## src/hw/rtl/at2d_pkg.sv

```systemverilog
// at2d_pkg: shared types, constants and the microcode program of the 2D affine core.
// Used by affine_transform_2d_core; it depends on nothing else.
package at2d_pkg;

  localparam int unsigned UPC_W = 5;
  localparam int unsigned ACC_W = 52;
  localparam logic signed [31:0] Q_ONE = 32'sd65536;

  typedef enum logic [2:0] {
    OP_IDENTITY  = 3'd0,
    OP_TRANSLATE = 3'd1,
    OP_SCALE     = 3'd2,
    OP_ROTATE    = 3'd3,
    OP_POINT     = 3'd4
  } op_e;

  typedef enum logic [1:0] {
    ST_IDLE = 2'b01,
    ST_RUN  = 2'b10
  } st_e;

  // coefficient operand
  typedef enum logic [3:0] {
    A_E0, A_E1, A_E3, A_E4, A_K1X, A_K1Y, A_KC, A_S, A_M0, A_M1, A_M3, A_M4
  } asel_e;

  // data operand
  typedef enum logic [3:0] {
    B_M0, B_M1, B_M2, B_M3, B_M4, B_M5, B_RX, B_RY, B_PX, B_PY
  } bsel_e;

  typedef enum logic [2:0] {
    X_NONE, X_E2, X_E5, X_M2, X_M5
  } xsel_e;

  typedef enum logic [3:0] {
    D_NONE, D_E2, D_E5, D_TMP, D_COL0, D_COL1, D_COL2, D_OUTX, D_OUTY
  } dst_e;

  typedef enum logic [1:0] {
    SQ_NEXT, SQ_JUMP, SQ_END, SQ_END_OUT
  } seq_e;

  // what happens to a product in the cycle after it is issued
  typedef struct packed {
    logic  first;
    logic  neg;
    logic  sh;
    xsel_e x;
    dst_e  d;
  } fate_t;

  typedef struct packed {
    asel_e             a;
    bsel_e             b;
    fate_t             f;
    seq_e              sq;
    logic [UPC_W-1:0]  tgt;
  } uword_t;

  localparam fate_t FATE_NOP = '{first: 1'b1, neg: 1'b0, sh: 1'b1, x: X_NONE, d: D_NONE};

  localparam logic [UPC_W-1:0] ENT_ROT = 5'd0;
  localparam logic [UPC_W-1:0] ENT_SCL = 5'd4;
  localparam logic [UPC_W-1:0] ENT_MUL = 5'd6;
  localparam logic [UPC_W-1:0] ENT_PNT = 5'd19;

  function automatic uword_t mk(asel_e a, bsel_e b, logic first, logic neg, logic sh,
                                xsel_e x, dst_e d, seq_e sq, logic [UPC_W-1:0] tgt);
    uword_t w;
    w.a       = a;
    w.b       = b;
    w.f.first = first;
    w.f.neg   = neg;
    w.f.sh    = sh;
    w.f.x     = x;
    w.f.d     = d;
    w.sq      = sq;
    w.tgt     = tgt;
    return w;
  endfunction

  function automatic uword_t ucode(logic [UPC_W-1:0] addr);
    uword_t w;
    case (addr)
      // rotate: third column terms
      5'd0:  w = mk(A_KC,  B_RX, 1'b1, 1'b0, 1'b1, X_NONE, D_NONE, SQ_NEXT, '0);
      5'd1:  w = mk(A_S,   B_RY, 1'b0, 1'b0, 1'b1, X_NONE, D_E2,   SQ_NEXT, '0);
      5'd2:  w = mk(A_KC,  B_RY, 1'b1, 1'b0, 1'b1, X_NONE, D_NONE, SQ_NEXT, '0);
      5'd3:  w = mk(A_S,   B_RX, 1'b0, 1'b1, 1'b1, X_NONE, D_E5,   SQ_JUMP, ENT_MUL);
      // scale: third column terms, exact products
      5'd4:  w = mk(A_K1X, B_RX, 1'b1, 1'b0, 1'b0, X_NONE, D_E2,   SQ_NEXT, '0);
      5'd5:  w = mk(A_K1Y, B_RY, 1'b1, 1'b0, 1'b0, X_NONE, D_E5,   SQ_JUMP, ENT_MUL);
      // pre-multiply, one column at a time
      5'd6:  w = mk(A_E0,  B_M0, 1'b1, 1'b0, 1'b1, X_NONE, D_NONE, SQ_NEXT, '0);
      5'd7:  w = mk(A_E1,  B_M3, 1'b0, 1'b0, 1'b1, X_NONE, D_TMP,  SQ_NEXT, '0);
      5'd8:  w = mk(A_E3,  B_M0, 1'b1, 1'b0, 1'b1, X_NONE, D_NONE, SQ_NEXT, '0);
      5'd9:  w = mk(A_E4,  B_M3, 1'b0, 1'b0, 1'b1, X_NONE, D_COL0, SQ_NEXT, '0);
      5'd10: w = mk(A_E0,  B_M1, 1'b1, 1'b0, 1'b1, X_NONE, D_NONE, SQ_NEXT, '0);
      5'd11: w = mk(A_E1,  B_M4, 1'b0, 1'b0, 1'b1, X_NONE, D_TMP,  SQ_NEXT, '0);
      5'd12: w = mk(A_E3,  B_M1, 1'b1, 1'b0, 1'b1, X_NONE, D_NONE, SQ_NEXT, '0);
      5'd13: w = mk(A_E4,  B_M4, 1'b0, 1'b0, 1'b1, X_NONE, D_COL1, SQ_NEXT, '0);
      5'd14: w = mk(A_E0,  B_M2, 1'b1, 1'b0, 1'b1, X_NONE, D_NONE, SQ_NEXT, '0);
      5'd15: w = mk(A_E1,  B_M5, 1'b0, 1'b0, 1'b1, X_E2,   D_TMP,  SQ_NEXT, '0);
      5'd16: w = mk(A_E3,  B_M2, 1'b1, 1'b0, 1'b1, X_NONE, D_NONE, SQ_NEXT, '0);
      5'd17: w = mk(A_E4,  B_M5, 1'b0, 1'b0, 1'b1, X_E5,   D_COL2, SQ_NEXT, '0);
      5'd18: w = mk(A_E0,  B_M0, 1'b1, 1'b0, 1'b1, X_NONE, D_NONE, SQ_END,  '0);
      // transform point
      5'd19: w = mk(A_M0,  B_PX, 1'b1, 1'b0, 1'b1, X_NONE, D_NONE, SQ_NEXT, '0);
      5'd20: w = mk(A_M1,  B_PY, 1'b0, 1'b0, 1'b1, X_M2,   D_OUTX, SQ_NEXT, '0);
      5'd21: w = mk(A_M3,  B_PX, 1'b1, 1'b0, 1'b1, X_NONE, D_NONE, SQ_NEXT, '0);
      5'd22: w = mk(A_M4,  B_PY, 1'b0, 1'b0, 1'b1, X_M5,   D_OUTY, SQ_NEXT, '0);
      5'd23: w = mk(A_E0,  B_M0, 1'b1, 1'b0, 1'b1, X_NONE, D_NONE, SQ_NEXT, '0);
      5'd24: w = mk(A_E0,  B_M0, 1'b1, 1'b0, 1'b1, X_NONE, D_NONE, SQ_END_OUT, '0);
      default: w = mk(A_E0, B_M0, 1'b1, 1'b0, 1'b1, X_NONE, D_NONE, SQ_END, '0);
    endcase
    return w;
  endfunction

endpackage

```

## src/hw/rtl/affine_transform_2d_core.sv

```systemverilog
// affine_transform_2d_core: 2D homogeneous affine transform, Q16.16, microcoded.
// Depends on at2d_pkg for types, constants and the control program.
//
// Usage:
//   Requests enter on in_valid_i / in_stall_o with the operation and its operands.
//   A request is taken at a clock edge with in_valid_i high and in_stall_o low.
//   Identity, translate, scale and rotate update the stored matrix (M := E * M)
//   and return nothing; transform point returns one result on out_valid_o /
//   out_stall_i, taken when out_valid_o is high and out_stall_i low.
//   Unused operation codes are dropped without effect.
// Resources: one shared 32x32 multiplier, one product per step of the program.
//   Identity takes effect on acceptance; translate runs the pre-multiply steps,
//   scale and rotate first form the third column terms and then pre-multiply.
//   A point result is loaded into the output register in the final step of its program.
//   One request is in work at a time; in_stall_o is high while it runs.
// Reset: the matrix returns to identity and both channels go empty.
// Stall: a result waits in the output register while out_stall_i is high; a
//   following point holds in its final step until that register frees up,
//   while matrix requests run on regardless.
module affine_transform_2d_core (
  input  logic               clk_i,
  input  logic               rst_ni,
  input  logic               in_valid_i,
  output logic               in_stall_o,
  input  logic [2:0]         operation_i,
  input  logic signed [15:0] shift_x_i,
  input  logic signed [15:0] shift_y_i,
  input  logic signed [15:0] factor_x_i,
  input  logic signed [15:0] factor_y_i,
  input  logic signed [31:0] ref_x_i,
  input  logic signed [31:0] ref_y_i,
  input  logic signed [17:0] rot_cos_i,
  input  logic signed [17:0] rot_sin_i,
  input  logic signed [31:0] point_x_i,
  input  logic signed [31:0] point_y_i,
  input  logic               last_point_i,
  output logic               out_valid_o,
  input  logic               out_stall_i,
  output logic signed [31:0] out_x_o,
  output logic signed [31:0] out_y_o,
  output logic               out_last_o,
  output logic               clipped_o
);

  at2d_pkg::st_e                  state_q, state_d;
  logic [at2d_pkg::UPC_W-1:0]     upc_q, upc_d;
  at2d_pkg::uword_t               uw;
  at2d_pkg::fate_t                fate_q, fate_d;
  at2d_pkg::op_e                  op_in;
  logic                           accept;
  logic                           out_load;

  at2d_pkg::op_e                  op_q;
  logic signed [15:0]             fx_q, fy_q;
  logic signed [31:0]             rx_q, ry_q, px_q, py_q;
  logic signed [17:0]             c_q, s_q;
  logic                           last_q;

  logic signed [31:0]             m_q [6];
  logic signed [31:0]             tmp_q;
  logic signed [at2d_pkg::ACC_W-1:0] e2_q, e5_q;
  logic signed [at2d_pkg::ACC_W-1:0] acc_q, acc_d;
  logic signed [63:0]             prod_q;
  logic signed [31:0]             x_q, y_q;
  logic                           clip_q;

  logic signed [31:0]             a_val, b_val;
  logic signed [31:0]             c32, s32, e0, e1, e3, e4;
  logic signed [63:0]             prod_sh;
  logic signed [at2d_pkg::ACC_W-1:0] term, base, extra;
  logic                           fits;
  logic signed [31:0]             sat;

  logic                           out_valid_q;
  logic signed [31:0]             out_x_q, out_y_q;
  logic                           out_last_q, clipped_q;

  assign op_in      = at2d_pkg::op_e'(operation_i);
  assign in_stall_o = (state_q != at2d_pkg::ST_IDLE);
  assign accept     = in_valid_i && !in_stall_o;
  assign uw         = at2d_pkg::ucode(upc_q);
  assign out_load   = (state_q == at2d_pkg::ST_RUN) && (uw.sq == at2d_pkg::SQ_END_OUT) &&
                      (!out_valid_q || !out_stall_i);

  // sequencer
  always_comb begin
    state_d = state_q;
    upc_d   = upc_q;
    fate_d  = at2d_pkg::FATE_NOP;
    case (state_q)
      at2d_pkg::ST_IDLE: begin
        if (accept) begin
          case (op_in)
            at2d_pkg::OP_TRANSLATE: begin
              upc_d   = at2d_pkg::ENT_MUL;
              state_d = at2d_pkg::ST_RUN;
            end
            at2d_pkg::OP_SCALE: begin
              upc_d   = at2d_pkg::ENT_SCL;
              state_d = at2d_pkg::ST_RUN;
            end
            at2d_pkg::OP_ROTATE: begin
              upc_d   = at2d_pkg::ENT_ROT;
              state_d = at2d_pkg::ST_RUN;
            end
            at2d_pkg::OP_POINT: begin
              upc_d   = at2d_pkg::ENT_PNT;
              state_d = at2d_pkg::ST_RUN;
            end
            default: ;
          endcase
        end
      end
      at2d_pkg::ST_RUN: begin
        fate_d = uw.f;
        case (uw.sq)
          at2d_pkg::SQ_NEXT:    upc_d = upc_q + 5'd1;
          at2d_pkg::SQ_JUMP:    upc_d = uw.tgt;
          at2d_pkg::SQ_END:     state_d = at2d_pkg::ST_IDLE;
          at2d_pkg::SQ_END_OUT: begin
            if (out_load) state_d = at2d_pkg::ST_IDLE;
          end
          default:              state_d = at2d_pkg::ST_IDLE;
        endcase
      end
      default: state_d = at2d_pkg::ST_IDLE;
    endcase
  end

  always_ff @(posedge clk_i or negedge rst_ni) begin
    if (!rst_ni) begin
      state_q <= at2d_pkg::ST_IDLE;
      upc_q   <= '0;
      fate_q  <= at2d_pkg::FATE_NOP;
    end else begin
      state_q <= state_d;
      upc_q   <= upc_d;
      fate_q  <= fate_d;
    end
  end

  // request operands
  always_ff @(posedge clk_i) begin
    if (accept) begin
      op_q   <= op_in;
      fx_q   <= factor_x_i;
      fy_q   <= factor_y_i;
      rx_q   <= ref_x_i;
      ry_q   <= ref_y_i;
      c_q    <= rot_cos_i;
      s_q    <= rot_sin_i;
      px_q   <= point_x_i;
      py_q   <= point_y_i;
      last_q <= last_point_i;
    end
  end

  // elementary matrix, left two columns
  assign c32 = {{14{c_q[17]}}, c_q};
  assign s32 = {{14{s_q[17]}}, s_q};

  always_comb begin
    e0 = at2d_pkg::Q_ONE;
    e1 = '0;
    e3 = '0;
    e4 = at2d_pkg::Q_ONE;
    case (op_q)
      at2d_pkg::OP_SCALE: begin
        e0 = {fx_q, 16'h0000};
        e4 = {fy_q, 16'h0000};
      end
      at2d_pkg::OP_ROTATE: begin
        e0 = c32;
        e1 = 32'sd0 - s32;
        e3 = s32;
        e4 = c32;
      end
      default: ;
    endcase
  end

  always_comb begin
    case (uw.a)
      at2d_pkg::A_E0:  a_val = e0;
      at2d_pkg::A_E1:  a_val = e1;
      at2d_pkg::A_E3:  a_val = e3;
      at2d_pkg::A_E4:  a_val = e4;
      at2d_pkg::A_K1X: a_val = 32'sd1 - {{16{fx_q[15]}}, fx_q};
      at2d_pkg::A_K1Y: a_val = 32'sd1 - {{16{fy_q[15]}}, fy_q};
      at2d_pkg::A_KC:  a_val = at2d_pkg::Q_ONE - c32;
      at2d_pkg::A_S:   a_val = s32;
      at2d_pkg::A_M0:  a_val = m_q[0];
      at2d_pkg::A_M1:  a_val = m_q[1];
      at2d_pkg::A_M3:  a_val = m_q[3];
      at2d_pkg::A_M4:  a_val = m_q[4];
      default:         a_val = '0;
    endcase
  end

  always_comb begin
    case (uw.b)
      at2d_pkg::B_M0: b_val = m_q[0];
      at2d_pkg::B_M1: b_val = m_q[1];
      at2d_pkg::B_M2: b_val = m_q[2];
      at2d_pkg::B_M3: b_val = m_q[3];
      at2d_pkg::B_M4: b_val = m_q[4];
      at2d_pkg::B_M5: b_val = m_q[5];
      at2d_pkg::B_RX: b_val = rx_q;
      at2d_pkg::B_RY: b_val = ry_q;
      at2d_pkg::B_PX: b_val = px_q;
      at2d_pkg::B_PY: b_val = py_q;
      default:        b_val = '0;
    endcase
  end

  always_ff @(posedge clk_i) begin
    prod_q <= a_val * b_val;
  end

  // accumulate: products truncated toward minus infinity
  assign prod_sh = fate_q.sh ? (prod_q >>> 16) : prod_q;
  assign term    = prod_sh[at2d_pkg::ACC_W-1:0];
  assign base    = fate_q.first ? '0 : acc_q;

  always_comb begin
    case (fate_q.x)
      at2d_pkg::X_E2: extra = e2_q;
      at2d_pkg::X_E5: extra = e5_q;
      at2d_pkg::X_M2: extra = {{(at2d_pkg::ACC_W-32){m_q[2][31]}}, m_q[2]};
      at2d_pkg::X_M5: extra = {{(at2d_pkg::ACC_W-32){m_q[5][31]}}, m_q[5]};
      default:        extra = '0;
    endcase
  end

  assign acc_d = base + (fate_q.neg ? -term : term) + extra;
  assign fits  = (&acc_d[at2d_pkg::ACC_W-1:31]) || !(|acc_d[at2d_pkg::ACC_W-1:31]);
  assign sat   = fits ? acc_d[31:0] :
                 (acc_d[at2d_pkg::ACC_W-1] ? 32'sh80000000 : 32'sh7fffffff);

  always_ff @(posedge clk_i) begin
    acc_q <= acc_d;
    if (accept && (op_in == at2d_pkg::OP_TRANSLATE)) begin
      e2_q <= {{20{shift_x_i[15]}}, shift_x_i, 16'h0000};
      e5_q <= {{20{shift_y_i[15]}}, shift_y_i, 16'h0000};
    end else begin
      if (fate_q.d == at2d_pkg::D_E2) e2_q <= acc_d;
      if (fate_q.d == at2d_pkg::D_E5) e5_q <= acc_d;
    end
    case (fate_q.d)
      at2d_pkg::D_TMP:  tmp_q <= sat;
      at2d_pkg::D_OUTX: begin
        x_q    <= sat;
        clip_q <= !fits;
      end
      at2d_pkg::D_OUTY: begin
        y_q    <= sat;
        clip_q <= clip_q || !fits;
      end
      default: ;
    endcase
  end

  // composite matrix; a column is committed once both rows are done
  always_ff @(posedge clk_i or negedge rst_ni) begin
    if (!rst_ni) begin
      m_q[0] <= at2d_pkg::Q_ONE;
      m_q[1] <= '0;
      m_q[2] <= '0;
      m_q[3] <= '0;
      m_q[4] <= at2d_pkg::Q_ONE;
      m_q[5] <= '0;
    end else if (accept && (op_in == at2d_pkg::OP_IDENTITY)) begin
      m_q[0] <= at2d_pkg::Q_ONE;
      m_q[1] <= '0;
      m_q[2] <= '0;
      m_q[3] <= '0;
      m_q[4] <= at2d_pkg::Q_ONE;
      m_q[5] <= '0;
    end else begin
      case (fate_q.d)
        at2d_pkg::D_COL0: begin
          m_q[0] <= tmp_q;
          m_q[3] <= sat;
        end
        at2d_pkg::D_COL1: begin
          m_q[1] <= tmp_q;
          m_q[4] <= sat;
        end
        at2d_pkg::D_COL2: begin
          m_q[2] <= tmp_q;
          m_q[5] <= sat;
        end
        default: ;
      endcase
    end
  end

  // output register
  always_ff @(posedge clk_i or negedge rst_ni) begin
    if (!rst_ni) begin
      out_valid_q <= 1'b0;
    end else if (out_load) begin
      out_valid_q <= 1'b1;
    end else if (!out_stall_i) begin
      out_valid_q <= 1'b0;
    end
  end

  always_ff @(posedge clk_i) begin
    if (out_load) begin
      out_x_q    <= x_q;
      out_y_q    <= y_q;
      out_last_q <= last_q;
      clipped_q  <= clip_q;
    end
  end

  assign out_valid_o = out_valid_q;
  assign out_x_o     = out_x_q;
  assign out_y_o     = out_y_q;
  assign out_last_o  = out_last_q;
  assign clipped_o   = clipped_q;

endmodule
```

## config.mk

```make
export PLATFORM = sky130hd
export DESIGN_NAME = affine_transform_2d_core
export DESIGN_NICKNAME = d
export VERILOG_FILES = /design/src/hw/rtl/at2d_pkg.sv /design/src/hw/rtl/affine_transform_2d_core.sv
export SDC_FILE = /design/constraint.sdc
export NUM_CORES = 2
export LEC_CHECK = 0
export BUFFER_PORTS_ARGS = -buffer_cell sky130_fd_sc_hd__buf_4
export CAP_MARGIN = 20
export CORE_MARGIN = 1.5
export CORE_UTILIZATION = 52
export DETAILED_ROUTE_END_ITERATION = 7
export HOLD_SLACK_MARGIN = 0.08
export PLACE_DENSITY_LB_ADDON = 0.15
export SYNTH_ARGS = -nofsm -noshare
export SYNTH_HDL_FRONTEND = slang
export SYNTH_SLANG_ARGS = --single-unit
```

## constraint.sdc

```tcl
create_clock -name clk_i -period 29.5 [get_ports clk_i]
set_input_delay 4.425 -clock clk_i [delete_from_list [all_inputs] [get_ports clk_i]]
set_output_delay 4.425 -clock clk_i [all_outputs]
set_load 0.1 [all_outputs]
```

Word-level counts from Yosys, hierarchy flattened
Memories as Yosys holds them, arrays and structs flattened.
Cells that the tools add are included.

storage, ports and cells
  bits in registers = 793
  ROM bits = 704
  bits of input ports = 236
  output and inout port bits = 68
  memories = 1

memory list
  name             depth  width  rd ports  clocked after Yosys merged registers in  write ports  line            text
  (no name shown)  32     22     1         0                                        0            at2d_pkg.sv:85  case (addr)

cells by class
  $add $sub $neg = 8
  $mul = 1
  equal/unequal tests = 51
  muxes and demuxes = 36
  reduce and logical (&&, ||, !) cells = 29

operator list
  cell                      number
  $pmux W32 S12             1
  $mux W52                  7
  $mux W32                  10
  $pmux W32 S10             1
  $pmux W52 S4              1
  $mux W192                 1
  $pmux W32 S2              2
  $add A52 B52 Y52          2
  $mul A32 B32 Y64          1
  $neg A52 Y52              1
  $eq A4 B3 Y1 const B      12
  $sub A2 B16 Y17 const A   2
  $eq A4 B4 Y1 const B      7
  $eq A4 B2 Y1 const B      6
  $reduce_and A21 Y1        1
  $reduce_or A21 Y1         1
  $pmux W5 S2               2
  $pmux W5 S4               1
  $sub A1 B18 Y19 const A   1
  $sub A18 B18 Y19 const A  1
  $eq A3 B2 Y1 const B      6
  $reduce_bool A2 Y1        7
  $eq A4 B1 Y1 const B      3
  $mux W10                  1
  23 further kinds          47

Longest topological paths before layout
  depth after elaboration = 11
  mapped depth = 47
  depth with buffers taken out = 45

Worst setup path after synthesis
No wires, ideal clock.

  kind = reg-to-reg
  start = reg s_q[0]
  end = reg prod_q[60]
  arrival = 11128 ps
  slack = 18250 ps
  cell stages (with the launch flop) = 44
  clock period less this slack = 11250 ps
  path through = edfxtp_1 -> inv_1 -> ha_1 -> inv_1 -> or3_4 -> or3_4 -> or3_1 -> or3_1 -> or3_1 -> or3_4 -> or3_4 -> nor2_2 -> nor3_1 -> or3_4 -> or2_1 -> buf_6 -> buf_6 -> buf_6 -> (+8 left out) -> inv_1 -> fa_1 -> fa_1 -> fa_1 -> ha_1 -> a21oi_1 -> nor2b_1 -> o21ai_0 -> nand2b_1 -> a21o_1 -> a21oi_1 -> nor3b_1 -> a211oi_1 -> o21ai_0 -> nand2b_1 -> a21o_1 -> a211oi_1 -> nor2_1

on the way
  cells in the longest elaborated chain, start to end = 4
  elaborated cells between the ends (all ways) = 5
  classes of those cells = 1 x add/sub; 1 x mul; 3 x mux

RTL lines
  element                 line                             text
  start, declared         affine_transform_2d_core.sv:56   logic signed [17:0] c_q, s_q;
  start signal, assigned  affine_transform_2d_core.sv:151  s_q <= rot_sin_i;
  $sub A1 B18 Y19         affine_transform_2d_core.sv:174  e1 = 32'sd0 - s32;
  $mux W32                affine_transform_2d_core.sv:167  case (op_q)
  $pmux W32 S12 (*)       affine_transform_2d_core.sv:183  case (uw.a)
  $mul A32 B32 Y64 (*)    affine_transform_2d_core.sv:217  prod_q <= a_val * b_val;
  end signal, assigned    affine_transform_2d_core.sv:217
  end, declared           affine_transform_2d_core.sv:63   logic signed [63:0] prod_q;

Every way passes the cells marked *; elsewhere a longest branch is shown, timed or not.
A chain may end at the register's enable or synchronous reset.

Worst setup path in the final report
  start = reg upc_q[2] in the netlist's numbering
  end = reg prod_q[63]

on the way
  cells in the longest elaborated chain, start to end = 4
  elaborated cells between the ends (all ways) = 26
  classes of those cells = 1 x mul; 20 x eq/ne; 2 x mux; 2 x reduce/logical; 1 x memory

RTL lines
  element                                                line                                                              text
  start, declared                                        affine_transform_2d_core.sv:46                                    logic [at2d_pkg::UPC_W-1:0] upc_q, upc_d;
  start signal, assigned                                 affine_transform_2d_core.sv:137                                   upc_q <= upc_d;
  $mem_v2 Z32 W22 (*)                                    -
  $eq A4 B4 Y1 (tied with other cells)                   affine_transform_2d_core.sv:183
  $pmux W32 S12 / $pmux W32 S10 (equally long branches)  affine_transform_2d_core.sv:183, affine_transform_2d_core.sv:201
  $mul A32 B32 Y64 (*)                                   affine_transform_2d_core.sv:217

Marks and branches as above.

==> results.md <==
* Worst-Skew Late Latency at 710 ps
* Seq/Total Area, Yosys at 0.288
* Vias in the first global route at 60200
* Tightest Pin Transition at 1280 ps
* Row cnt at 138
* Nets@finish at 9373
* Hold WC Path Type: reg2reg
* Die height at 380 um
* M3 GR Usage at 0.147
* Setup violators final at 0
* Post-synth ARST share at 0.264
* DRT Pass-1 Iters at 8
* Worst hold path depth at 0
* Critical Path AT at 13680 ps
* Share of the synthesized area in the top cell type at 0.307
* I/O pin count at 304
* H-tree lvl count at 3
* Worst-path clk slew at 70 ps
* Area of the multi-input gates at 0.0472 mm^2
* # fillers at 12400
* Sink Count at 792
* RSZ-0062 raised after global routing: false
* CP dominant cell by count: fa_1
* Pin count of the biggest net entering global routing at 94
* Drt via density at 6.21
* PnR worst setup slack at 16340 ps
* Final core utilization at 0.576
* Post-Route WL at 290000 um
* Detailed placement HPWL at 217000 um
* Initial Util at 0.523
* Synth area leader: fa_1
* DR WL/cell at 29.8 um
* Die width at 380 um
* Setup TNS after final layout at 0 ps
* Max_slew headroom at 0.146
* First-pass GRT wire length at 420000 um
* Initial antenna violation count at 18
* Area of the core at 0.141 mm^2
* Met1 GRT Util at 0.559
* Root Buffer: clkbuf_16
* Num CTS Buffers at 82
* Cells after Synth at 7619
* Synth Area per Inst at 9.69 um^2
* CP max stage cell: a2111o_1
* Crit path max fanout at 22
* Syn nets at 9233
* Placer Congestion at 1.04
* DR iter-0 viols at 8059
* Skew final at 57.6 ps
* TritonCTS clock tree: yes
* Yosys reg bits at 792
* Crit. End Element: flip-flop
* Fin. max-slew vios at 0
* Register area at 0.0213 mm^2
* Max incr delay on CP at 1020 ps
* Placement Setup Slack at 16700 ps
* Final period utilization at 0.446
* Tot GR Track Use at 0.402
* Yosys warns at 0
* Worst Setup Start Kind: flip-flop
* Antenna Nets Post-Route at 0
* Busiest grt layer: met1
* DR DRC count at 10
* Via count at 60400
* Failing checks: design-rule violations
* Post-cts sizing count at 0
* Crit path kind: reg2reg
* Max cap viols at 0
* Met2 usage at 0.557
* Fin. Hold Viols at 0
* Top_reg_cell synth: edfxtp_1
* Share of cells above drive strength 1 at 0.0924
* Synth unique cells at 87
* Post-synth EDFFs at 435
* Hold_buf cts at 0
* CTS Buffer Depth at 3
* Syn-to-layout area delta at 10.2%
* Achievable frequency at 76.0 MHz
* Total gr overflow at 0
* Post-synthesis cell area at 0.0739 mm^2
* Final Critical Period at 13160 ps
* Synth area leaders: fa_1 31%, edfxtp_1 18%, dfrtp_1 6.9%
* Required @ worst endpoint at 30020 ps
* Status: complete, but fails checks
* Reg2Reg Depth at 37
* # port buffers at 303
* Post-CTS setup buffer count at 0
* Die area at 0.144 mm^2
sequential cells by signal, summed over array words and instances, names as in the netlist, 52 cells and up:
register	flops
m_q	192
prod_q	64
e5_q	52
acc_q	52
e2_q	52
final cells by class:
cell class / count / area share
multi-input cells: 5298 / 0.580
flip-flops and latches: 792 / 0.261
inverters: 1117 / 0.0516
repair buffers: 468 / 0.0440
well taps: 1890 / 0.0291
clock buffers: 104 / 0.0267
clock inverters: 47 / 0.00706
diodes: 15 / 0.000461
layout by cell type, fill, tap and decap left out, types with 91 or more instances in the layout:
| master | instances |
|---|---|
| a21oi_1 | 369 |
| a22oi_1 | 137 |
| buf_4 | 463 |
| dfrtp_1 | 204 |
| dfxtp_1 | 148 |
| edfxtp_1 | 435 |
| fa_1 | 1134 |
| ha_1 | 244 |
| inv_1 | 1115 |
| nand2_1 | 882 |
| nand3_1 | 131 |
| nor2_1 | 896 |
| o21ai_0 | 261 |
| xnor2_1 | 107 |
| xor2_1 | 91 |
worst max-delay path: cells and delay by family (launching register included):
family,cells,cell delay [ps]
flip-flops,1,790
buffers and inverters,7,1390
XOR/XNOR,1,100
adder cells (fa/ha/maj),9,4210
AND/OR/NAND/NOR,7,2520
AO/OA/AOI/OAI,13,3920
cell usage after synthesis (9+ instances only):
library cell  count
a211o_1           9
a211oi_1         32
a21o_1           63
a21oi_1         373
a221o_1          34
a221oi_1         63
a222oi_1         19
a22o_1           58
a22oi_1         137
a31oi_1          28
and2_1           26
and3_1           28
buf_1            27
buf_2            33
clkbuf_1        348
dfrtp_1         204
dfxtp_1         148
edfxtp_1        435
fa_1           1134
ha_1            244
inv_1          1116
mux2_2           17
mux2i_1          61
nand2_1         885
nand2b_1         75
nand3_1         135
nand4_1          30
nor2_1          911
nor2b_1          80
nor3_1           72
nor3b_1          18
nor4_1           22
o211ai_1         24
o21a_1           17
o21ai_0         261
o21bai_1         23
o22ai_1          13
o31ai_1          17
or2_2            34
or3_1            34
xnor2_1         107
xor2_1           91
per-layer routing:
layer | part of all wire | routed length [um]
met3 | 0.14 | 41100
met5 | 0.00040 | 116
met2 | 0.41 | 118000
met1 | 0.39 | 114000
met4 | 0.061 | 17600
path summary, 6_finish.rpt:
path / slack (ps) / to / startpoint
setup / recovery: 16340 / prod_q[63] / upc_q[2]
hold / removal: 420 / out_y_o[20] / y_q[20]
setup reg to reg: 16340 / prod_q[63] / upc_q[2]
hold reg to reg: 420 / out_y_o[20] / y_q[20]
max in group asynchronous: 23340 / m_q[147] / rst_ni
min in group asynchronous: 3690 / m_q[73] / rst_ni
stage by stage:
step,cell area [um^2],instances,hold WS (ps)
after floorplan,73900,7619,400
after global placement,78500,9560,401
after detailed placement,78500,9563,405
after CTS,81300,9714,417
after global routing,81400,9716,422
final,81400,9731,416
cell families (layout without fill, tap and decap cells):
| logic type | count (synthesis) | after routing | share of synthesized area |
|---|---|---|---|
| flops | 792 | 792 | 0.288 |
| compound gates | 1244 | 1244 | 0.110 |
| buf+inv | 1529 | 1736 | 0.0787 |
| other cells | 0 | 15 | 0 |
| simple gates | 2400 | 2400 | 0.141 |
| xor+xnor | 198 | 198 | 0.0235 |
| fa+ha+maj | 1378 | 1378 | 0.349 |
| mux | 78 | 78 | 0.0109 |
Power is left out: the tool's default activity adds up to more than one toggle a clock period on the data nets, which glitch-free logic cannot reach.
